**src/rtl/retransmit_tracking_table_unit_defines.svh**
```systemverilog
// Assertion macros for the retransmit tracking table.
`ifndef RETRANSMIT_TRACKING_TABLE_UNIT_DEFINES_SVH
`define RETRANSMIT_TRACKING_TABLE_UNIT_DEFINES_SVH

// same-cycle implication, sampled on clk, off while rst is high
`define RTTU_ASSERT_NOW(lbl, ante, cons, msg) \
  lbl: assert property (@(posedge clk) disable iff (rst) (ante) |-> (cons)) else $error(msg);

// next-cycle implication, sampled on clk, off while rst is high
`define RTTU_ASSERT_NEXT(lbl, ante, cons, msg) \
  lbl: assert property (@(posedge clk) disable iff (rst) (ante) |=> (cons)) else $error(msg);

`endif

```
**src/rtl/rttu_pkg.sv**
```systemverilog
// Shared types and constants of the retransmit tracking table.
`default_nettype none
package rttu_pkg;

  localparam int DEFAULT_TABLE_DEPTH = 16;
  localparam int MAX_RESULTS         = 16;
  localparam int RES_CNT_W           = $clog2(MAX_RESULTS + 1);

  localparam int CFG_IDX_W = 1;
  localparam logic [CFG_IDX_W-1:0] REG_TIMEOUT     = 1'b0;
  localparam logic [CFG_IDX_W-1:0] REG_RETRY_LIMIT = 1'b1;

  localparam logic [31:0] TIMEOUT_RESET     = 32'd100;
  localparam logic [3:0]  RETRY_LIMIT_RESET = 4'd3;

  typedef enum logic [1:0] {
    CMD_ADD   = 2'd0,
    CMD_ACK   = 2'd1,
    CMD_CHECK = 2'd2,
    CMD_NONE  = 2'd3
  } cmd_t;

  typedef enum logic [2:0] {
    EV_ADDED    = 3'd0,
    EV_EMPTY    = 3'd1,
    EV_FULL     = 3'd2,
    EV_ACKED    = 3'd3,
    EV_NOTFOUND = 3'd4,
    EV_RESEND   = 3'd5,
    EV_DROPPED  = 3'd6,
    EV_IDLE     = 3'd7
  } ev_t;

  typedef enum logic [1:0] {
    ST_IDLE,
    ST_WALK,
    ST_FLUSH
  } state_t;

  typedef struct packed {
    logic [31:0] id;
    logic [15:0] len;
    logic [31:0] sent_at;
    logic [3:0]  retries;
  } entry_t;

  typedef struct packed {
    ev_t         ev;
    logic [31:0] id;
    logic [15:0] len;
    logic [3:0]  retries;
  } res_t;

  typedef struct packed {
    logic shift;
    logic load;
  } cell_ctrl_t;

endpackage
`default_nettype wire

```
**src/rtl/retransmit_tracking_table_unit.sv**
```systemverilog
// Retransmit tracking table: top level with control and the slot chain.
//
// Input channel (in_valid/in_ready) carries one command per transaction:
// add, acknowledge or check. Each command yields one or more results on the
// output channel (out_valid/out_ready); last marks the final one. Command 3
// is dropped silently.
// An add result enters the holding register on acceptance and moves to the
// output register from the flush state. Ack and check rotate the slot
// chain one entry per cycle while the walk is not held, through the head
// cell, whose entry gets the id compare or the timeout compare; the last
// result is registered from the flush state after the walk. A new command
// is taken only after the last result of the previous one sits in the
// output register.
// Results pass through a one-entry holding register so the last flag is
// known when a result leaves; a stalled receiver holds the walk whenever a
// new result meets both registers full. At most 16 results per command are
// reported; later due entries are still processed.
// Synchronous reset empties the table and restores timeout 100 and retry
// limit 3; slot contents are not cleared. Configuration writes take effect
// at once and belong in idle periods.
`default_nettype none
`include "retransmit_tracking_table_unit_defines.svh"
module retransmit_tracking_table_unit #(
  parameter int TABLE_DEPTH = rttu_pkg::DEFAULT_TABLE_DEPTH
) (
  input  wire                           clk,
  input  wire                           rst,
  input  wire                           cfg_wr_en,
  input  wire [rttu_pkg::CFG_IDX_W-1:0] cfg_index,
  input  wire [31:0]                    cfg_data,
  input  wire                           in_valid,
  output logic                          in_ready,
  input  wire [1:0]                     command,
  input  wire [31:0]                    msg_id,
  input  wire [15:0]                    msg_len,
  input  wire [31:0]                    now,
  output logic                          out_valid,
  input  wire                           out_ready,
  output logic [2:0]                    event_res,
  output logic [31:0]                   event_id,
  output logic [15:0]                   event_len,
  output logic [3:0]                    event_retries,
  output logic                          last
);
  import rttu_pkg::*;

  localparam int CW = $clog2(TABLE_DEPTH + 1);
  localparam int IW = $clog2(TABLE_DEPTH);

  state_t state, state_next;

  logic [31:0]          timeout_ticks;
  logic [3:0]           retry_limit;
  cmd_t                 cmd_q;
  logic [31:0]          id_q;
  logic [31:0]          now_q;
  logic [CW-1:0]        occ;
  logic [CW-1:0]        walk_n;
  logic [CW-1:0]        walk_i;
  logic                 hit;
  logic [RES_CNT_W-1:0] res_cnt;
  logic                 pend_valid;
  res_t                 pend;
  res_t                 out_res;
  logic                 out_last;

  entry_t     entries [TABLE_DEPTH];
  cell_ctrl_t ctrl    [TABLE_DEPTH];
  entry_t     head;

  logic          accept;
  logic          out_free;
  logic          out_load;
  logic          add_ok;
  res_t          add_res;
  logic [CW-1:0] occ_m1;
  logic [31:0]   elapsed;
  logic          walk_active;
  logic          step_emit;
  logic          step_keep;
  logic          step_report;
  logic          step_go;
  res_t          step_res;
  entry_t        step_entry;
  res_t          flush_res;
  logic          load_en;
  logic [IW-1:0] load_idx;
  entry_t        load_entry;

  assign in_ready = (state == ST_IDLE);
  assign accept   = in_valid && in_ready;
  assign out_free = !out_valid || out_ready;
  assign head     = entries[0];
  assign occ_m1   = occ - CW'(1);
  assign elapsed  = now_q - head.sent_at;
  // output register takes the held result or the closing result
  assign out_load = (step_go && step_report && pend_valid) ||
                    ((state == ST_FLUSH) && out_free);

  // slot chain, head at index 0
  for (genvar g = 0; g < TABLE_DEPTH; g++) begin : g_cell
    entry_t nbr;
    if (g == TABLE_DEPTH - 1) begin : g_tail
      assign nbr = entries[g];
    end else begin : g_mid
      assign nbr = entries[g + 1];
    end
    assign ctrl[g].shift = step_go;
    assign ctrl[g].load  = load_en && (load_idx == IW'(g));
    rttu_cell u_cell (
      .clk        (clk),
      .ctrl       (ctrl[g]),
      .load_entry (load_entry),
      .nbr_entry  (nbr),
      .entry      (entries[g])
    );
  end

  // next state
  always_comb begin
    state_next = state;
    unique case (state)
      ST_IDLE: begin
        if (accept) begin
          unique case (cmd_t'(command))
            CMD_ADD:   state_next = ST_FLUSH;
            CMD_ACK:   state_next = ST_WALK;
            CMD_CHECK: state_next = ST_WALK;
            CMD_NONE:  state_next = ST_IDLE;
            default:   state_next = ST_IDLE;
          endcase
        end
      end
      ST_WALK: begin
        if (walk_i == walk_n) state_next = ST_FLUSH;
      end
      ST_FLUSH: begin
        if (out_free) state_next = ST_IDLE;
      end
      default: state_next = ST_IDLE;
    endcase
  end

  // add decision
  always_comb begin
    add_ok  = 1'b0;
    add_res = '{ev: EV_ADDED, id: msg_id, len: msg_len, retries: 4'd0};
    if (msg_len == 16'd0) begin
      add_res.ev  = EV_EMPTY;
      add_res.len = 16'd0;
    end else if (occ >= CW'(TABLE_DEPTH)) begin
      add_res.ev = EV_FULL;
    end else begin
      add_ok = 1'b1;
    end
  end

  // one walk step on the head entry
  always_comb begin
    walk_active = (state == ST_WALK) && (walk_i != walk_n);
    step_entry  = head;
    step_emit   = 1'b0;
    step_keep   = 1'b1;
    step_res    = '{ev: EV_ACKED, id: head.id, len: head.len, retries: head.retries};
    if (cmd_q == CMD_ACK) begin
      if (!hit && (head.id == id_q)) begin
        step_emit = 1'b1;
        step_keep = 1'b0;
      end
    end else if (elapsed > timeout_ticks) begin
      step_emit = 1'b1;
      if (head.retries < retry_limit) begin
        step_entry.sent_at = now_q;
        step_entry.retries = head.retries + 4'd1;
        step_res.ev        = EV_RESEND;
        step_res.retries   = head.retries + 4'd1;
      end else begin
        step_keep   = 1'b0;
        step_res.ev = EV_DROPPED;
      end
    end
    step_report = step_emit && (res_cnt < RES_CNT_W'(MAX_RESULTS));
    // both result registers full and the receiver stalled: hold the walk
    step_go     = walk_active && !(step_report && pend_valid && !out_free);
  end

  // slot write bus and closing result
  always_comb begin
    load_en    = 1'b0;
    load_idx   = occ_m1[IW-1:0];
    load_entry = step_entry;
    if (accept && (cmd_t'(command) == CMD_ADD) && add_ok) begin
      load_en    = 1'b1;
      load_idx   = occ[IW-1:0];
      load_entry = '{id: msg_id, len: msg_len, sent_at: now, retries: 4'd0};
    end else if (step_go && step_keep) begin
      load_en = 1'b1;
    end
    if (cmd_q == CMD_ACK) begin
      flush_res = '{ev: EV_NOTFOUND, id: id_q, len: 16'd0, retries: 4'd0};
    end else begin
      flush_res = '{ev: EV_IDLE, id: 32'd0, len: 16'd0, retries: 4'd0};
    end
  end

  always_ff @(posedge clk) begin
    if (rst) begin
      state         <= ST_IDLE;
      timeout_ticks <= TIMEOUT_RESET;
      retry_limit   <= RETRY_LIMIT_RESET;
      occ           <= '0;
      walk_n        <= '0;
      walk_i        <= '0;
      hit           <= 1'b0;
      res_cnt       <= '0;
      pend_valid    <= 1'b0;
      out_valid     <= 1'b0;
    end else begin
      state <= state_next;
      if (cfg_wr_en) begin
        unique case (cfg_index)
          REG_TIMEOUT:     timeout_ticks <= cfg_data;
          REG_RETRY_LIMIT: retry_limit   <= cfg_data[3:0];
          default: ;
        endcase
      end
      if (out_load) begin
        out_valid <= 1'b1;
      end else if (out_ready) begin
        out_valid <= 1'b0;
      end
      if (accept) begin
        cmd_q   <= cmd_t'(command);
        id_q    <= msg_id;
        now_q   <= now;
        walk_n  <= occ;
        walk_i  <= '0;
        hit     <= 1'b0;
        res_cnt <= '0;
        if (cmd_t'(command) == CMD_ADD) begin
          pend       <= add_res;
          pend_valid <= 1'b1;
          if (add_ok) occ <= occ + CW'(1);
        end
      end
      if (step_go) begin
        walk_i <= walk_i + CW'(1);
        if (step_emit) hit <= 1'b1;
        if (!step_keep) occ <= occ_m1;
        if (step_report) begin
          res_cnt    <= res_cnt + RES_CNT_W'(1);
          pend       <= step_res;
          pend_valid <= 1'b1;
          if (pend_valid) begin
            out_res  <= pend;
            out_last <= 1'b0;
          end
        end
      end
      if ((state == ST_FLUSH) && out_free) begin
        out_res    <= pend_valid ? pend : flush_res;
        out_last   <= 1'b1;
        pend_valid <= 1'b0;
      end
    end
  end

  assign event_res     = out_res.ev;
  assign event_id      = out_res.id;
  assign event_len     = out_res.len;
  assign event_retries = out_res.retries;
  assign last          = out_last;

  `RTTU_ASSERT_NOW(a_occ_bound, 1'b1, occ <= CW'(TABLE_DEPTH), "occupancy beyond table depth")
  `RTTU_ASSERT_NOW(a_idle_pend_empty, in_ready, !pend_valid, "held result while taking a command")
  `RTTU_ASSERT_NOW(a_walk_bound, state == ST_WALK, walk_i <= walk_n, "walk ran past its entries")
  `RTTU_ASSERT_NEXT(a_flush_last, (state == ST_FLUSH) && out_free, out_valid && out_last,
    "closing result not marked last")

endmodule
`default_nettype wire

```
**src/rtl/rttu_cell.sv**
```systemverilog
// One table slot: holds an entry, loads from the write bus or shifts from its neighbor.
`default_nettype none
module rttu_cell (
  input  wire                  clk,
  input  rttu_pkg::cell_ctrl_t ctrl,
  input  rttu_pkg::entry_t     load_entry,
  input  rttu_pkg::entry_t     nbr_entry,
  output rttu_pkg::entry_t     entry
);
  import rttu_pkg::*;

  always_ff @(posedge clk) begin
    if (ctrl.load) begin
      entry <= load_entry;
    end else if (ctrl.shift) begin
      entry <= nbr_entry;
    end
  end

endmodule
`default_nettype wire

```
**config.mk**
```make
export PLATFORM = sky130hd
export DESIGN_NAME = retransmit_tracking_table_unit
export DESIGN_NICKNAME = d
export VERILOG_FILES = /design/src/rtl/rttu_pkg.sv /design/src/rtl/retransmit_tracking_table_unit.sv /design/src/rtl/rttu_cell.sv
export VERILOG_INCLUDE_DIRS = /design/src /design/src/rtl
export SDC_FILE = /design/constraint.sdc
export NUM_CORES = 2
export LEC_CHECK = 0
export BUFFER_PORTS_ARGS = -buffer_cell sky130_fd_sc_hd__buf_4
export CORE_ASPECT_RATIO = 0.7
export CORE_MARGIN = 2
export CORE_UTILIZATION = 40
export CTS_CLUSTER_DIAMETER = 40
export CTS_CLUSTER_SIZE = 12
export DETAILED_ROUTE_END_ITERATION = 8
export HOLD_SLACK_MARGIN = 0.03
export PLACE_DENSITY = 0.63
export SLEW_MARGIN = 20
export SYNTH_ARGS = -nofsm -noshare
export SYNTH_HDL_FRONTEND = slang
export SYNTH_SLANG_ARGS = --single-unit
```
**constraint.sdc**
```tcl
create_clock -name clk -period 16.45 [get_ports clk]
set_input_delay 1.645 -clock clk [delete_from_list [all_inputs] [get_ports clk]]
set_output_delay 1.645 -clock clk [all_outputs]
set_load 0.03 [all_outputs]
```
==> results_dict.tcl <==
set metrics [dict create \
    status "complete, no violations" \
    die_area_mm2 0.177 \
    cts_tree "built" \
    drv_cap 0 \
    clk_latency_ps 820 \
    finalMaxSlewViolations 0 \
    routabilityCongestion 0.831 \
    yosys_register_bits 1582 \
    hold_viol 0 \
    synth_cell_types 69 \
    syn_nets 4752 \
    p_sw_share_pct 22.8 \
    regArea_mm2 0.0469 \
    fin_tns_setup_ps 0 \
    syn-cell-area_mm2 0.0696 \
    fin_nets 4845 \
    drtIter0Drc 4095 \
    viasPerCell 5.60 \
    area_delta_synth_final_pct 13.9 \
    dp_slack_ps 7200 \
    dpl.hpwl_um 105000 \
    die_w_um 502 \
    ir_drop_uv 107 \
    synth_simple_gate_area_share_pct 5.11 \
    initial_core_util_pct 40.1 \
    cts_root_buf "clkbuf_16" \
    critPathKind "flip-flop to flip-flop" \
    cp_max_fo 44 \
    synthMuxAreaShare_pct 14.7 \
    synth-edff-count 1521 \
    r2r_cells 26 \
    setup-violations-final 0 \
    dr_total_vias 39956 \
    drcViolationCount 0 \
    fin_worst_skew_ps 39.3 \
    routed_wirelength_um 179000 \
    max_slew.worst_pin.slew_ps 1060 \
    antenna_found_initial 2 \
    synthXorXnorAreaFrac_pct 0.932 \
    io_buffer_count 177 \
    ioPinCount 178 \
    drive_gt1_share_pct 30.6 \
    cts.repair.resized 0 \
    globalRoute.totalOverflow 0 \
    fin_crit_sh_pct 56.5 \
    clock_power_share_pct 45.5 \
    grt_pass1_wl_um 267000 \
    rows 128 \
    reg2reg_slack_ps 7150 \
    worstPathRequired_ps 16870 \
    setup_slack_ps 7150 \
    synth_top_family_by_area "multiplexers" \
    postCtsSetupBuffers 0 \
    synth_warnings 0 \
    clock_sinks 1582 \
    die_h_um 353 \
    power.density_mw_per_mm2 114 \
    drt_pass1_iterations 6 \
    numCtsBuffers 187 \
    p_leak_nw 26.8 \
    ys_async_sr_fraction_pct 0 \
    startpoint_type "flip-flop" \
    clkTransAtPathRegs_ps 60 \
    fmax_mhz 108 \
    ant_nets 0 \
    synth_ff_type "edfxtp_1" \
    cp.arrival_ps 9720 \
    p_seq_share_pct 49.4 \
    combPwrFrac_pct 5.1 \
    max_slew_margin_pct 28.7 \
    clk_path_buf_depth 3 \
    htreeDepth 4 \
    hold_buffers 0 \
    holdPathStages 2 \
    synth-compound-area-share_pct 7.55 \
    grt_pass1_vias 39541 \
    synth.avg_cell_area_um2 15.3 \
    rsz0062_at_grt "no" \
    grt_usage_pct 20.0 \
    synth_fa_ha_area_share_pct 1.32 \
    p_sw_w 0.00207 \
    grt_max_degree 76 \
    multi_input_area_mm2 0.0210 \
    worst_setup_path_end_kind "flip-flop" \
    internal_power_w 0.00698 \
    syn_inst 4559 \
    hold_class "flip-flop to flip-flop" \
    post_drt_wl_per_cell_um 25.1 \
    fillers 15018 \
    period_needed_ps 9300 \
    core_area_mm2 0.173 \
    ys_seq_area_share_pct 67.4 \
]
==> registers in the layout (all words and copies together), names as in the netlist, 5 cells and up <==
name	count
event_id	32
event_len	16
g_cell.u_cell.entry	1344
id_q	32
now_q	32
occ	5
pend	55
res_cnt	5
timeout_ticks	32
walk_i	5
walk_n	5
==> area by class of cell <==
| class | count | share of cell area (%) |
|---|---|---|
| clock buffer | 209 | 6.04 |
| sequential | 1582 | 59.2 |
| tap | 2340 | 3.70 |
| antenna | 1 | 0.00316 |
| inverter | 88 | 0.419 |
| timing repair buffer | 252 | 2.47 |
| multi-input combinational | 2541 | 26.5 |
| clock inverter | 117 | 1.70 |
==> per-stage QoR <==
stage                     util [%]  total power, W  instance area, um^2  hold slack [ps]  instances
after floorplan                  -         0.00481                69600              436       4559
after detailed placement      42.1         0.00500                73000              447       6801
after global placement        42.1         0.00500                72900              447       6799
after CTS                     45.7         0.00910                79100              455       7127
after global routing          45.7         0.00931                79200              475       7129
final                         45.7         0.00904                79200              453       7130
==> cells by family after synthesis <==
group | Yosys count
compound gates | 692
xor+xnor | 74
fa+ha+maj | 73
buf+inv | 436
flops | 1582
mux | 895
simple gates | 807
==> layer usage <==
layer / up-vias / GRT usage [%] / wire length [um]
li1: 17661 / - / -
met1: 20550 / 29.6 / 82200
met2: 1489 / 29.9 / 78600
met3: 254 / 4.17 / 13900
met4: 2 / 5.02 / 3960
met5: - / 0 / 13
==> cells in the mapped netlist (45+ instances only) <==
cell type / n / area share [%]
a21oi_1: 99 / 0.71
a31oi_1: 57 / 0.51
buf_1: 69 / 0.37
buf_2: 121 / 0.87
clkbuf_1: 103 / 0.56
dfxtp_1: 61 / 1.8
edfxtp_1: 1521 / 66
ha_1: 72 / 1.3
inv_1: 88 / 0.47
mux2_2: 809 / 13
nand2_1: 472 / 2.5
nand2b_1: 58 / 0.52
nand3_1: 70 / 0.50
nor2_1: 101 / 0.54
o22a_1: 384 / 4.8
xor2_1: 45 / 0.57
==> power groups by stage <==
stage	Combinational [W]	Clock, W	Sequential (W)
after global routing	0.000498	0.00434	0.00447
after floorplan	0.000257	0	0.00456
final	0.000457	0.00412	0.00447
after CTS	0.000456	0.00418	0.00447
after global placement	0.000446	0	0.00455
after detailed placement	0.000453	0	0.00455
==> cell usage in the layout (no fill, tap or decap), types with 57 or more instances in the layout <==
cell and count:
o22a_1 384, clkbuf_16 188, dfxtp_1 61, inv_1 87, nand2b_1 57, nand3_1 66
nand2_1 444, buf_4 245, ha_1 72, a21oi_1 99, mux2_2 809, edfxtp_1 1521
nor2_1 97
==> critical path, cell delays in order, from the launching register on <==
cell and delay, ps:
edfxtp_1 370, inv_1 90, ha_1 190, inv_1 70, fa_1 410, a21oi_1 150, nor2b_1 80, a31oi_1 210
a21oi_1 160, o21ai_0 850, o21a_1 350, o31ai_1 180, a211o_1 290, a21oi_1 180, xnor2_1 90, ha_1 290
nand4_1 150, or4_1 710, nor2_1 370, a31oi_1 160, o21a_1 220, nor2_2 190, o211ai_2 140, o21ai_2 380
nand3_4 870, nand2_4 910, buf_4 750
==> worst paths after layout <==
check | start | endpoint
setup / recovery | now_q[0] | g_cell[11].u_cell.entry[38]
setup reg to reg | now_q[0] | g_cell[11].u_cell.entry[38]
hold / removal | timeout_ticks[24] | timeout_ticks[24]
hold reg to reg | timeout_ticks[24] | timeout_ticks[24]
No activity file was read; power rests on OpenSTA's default activity.
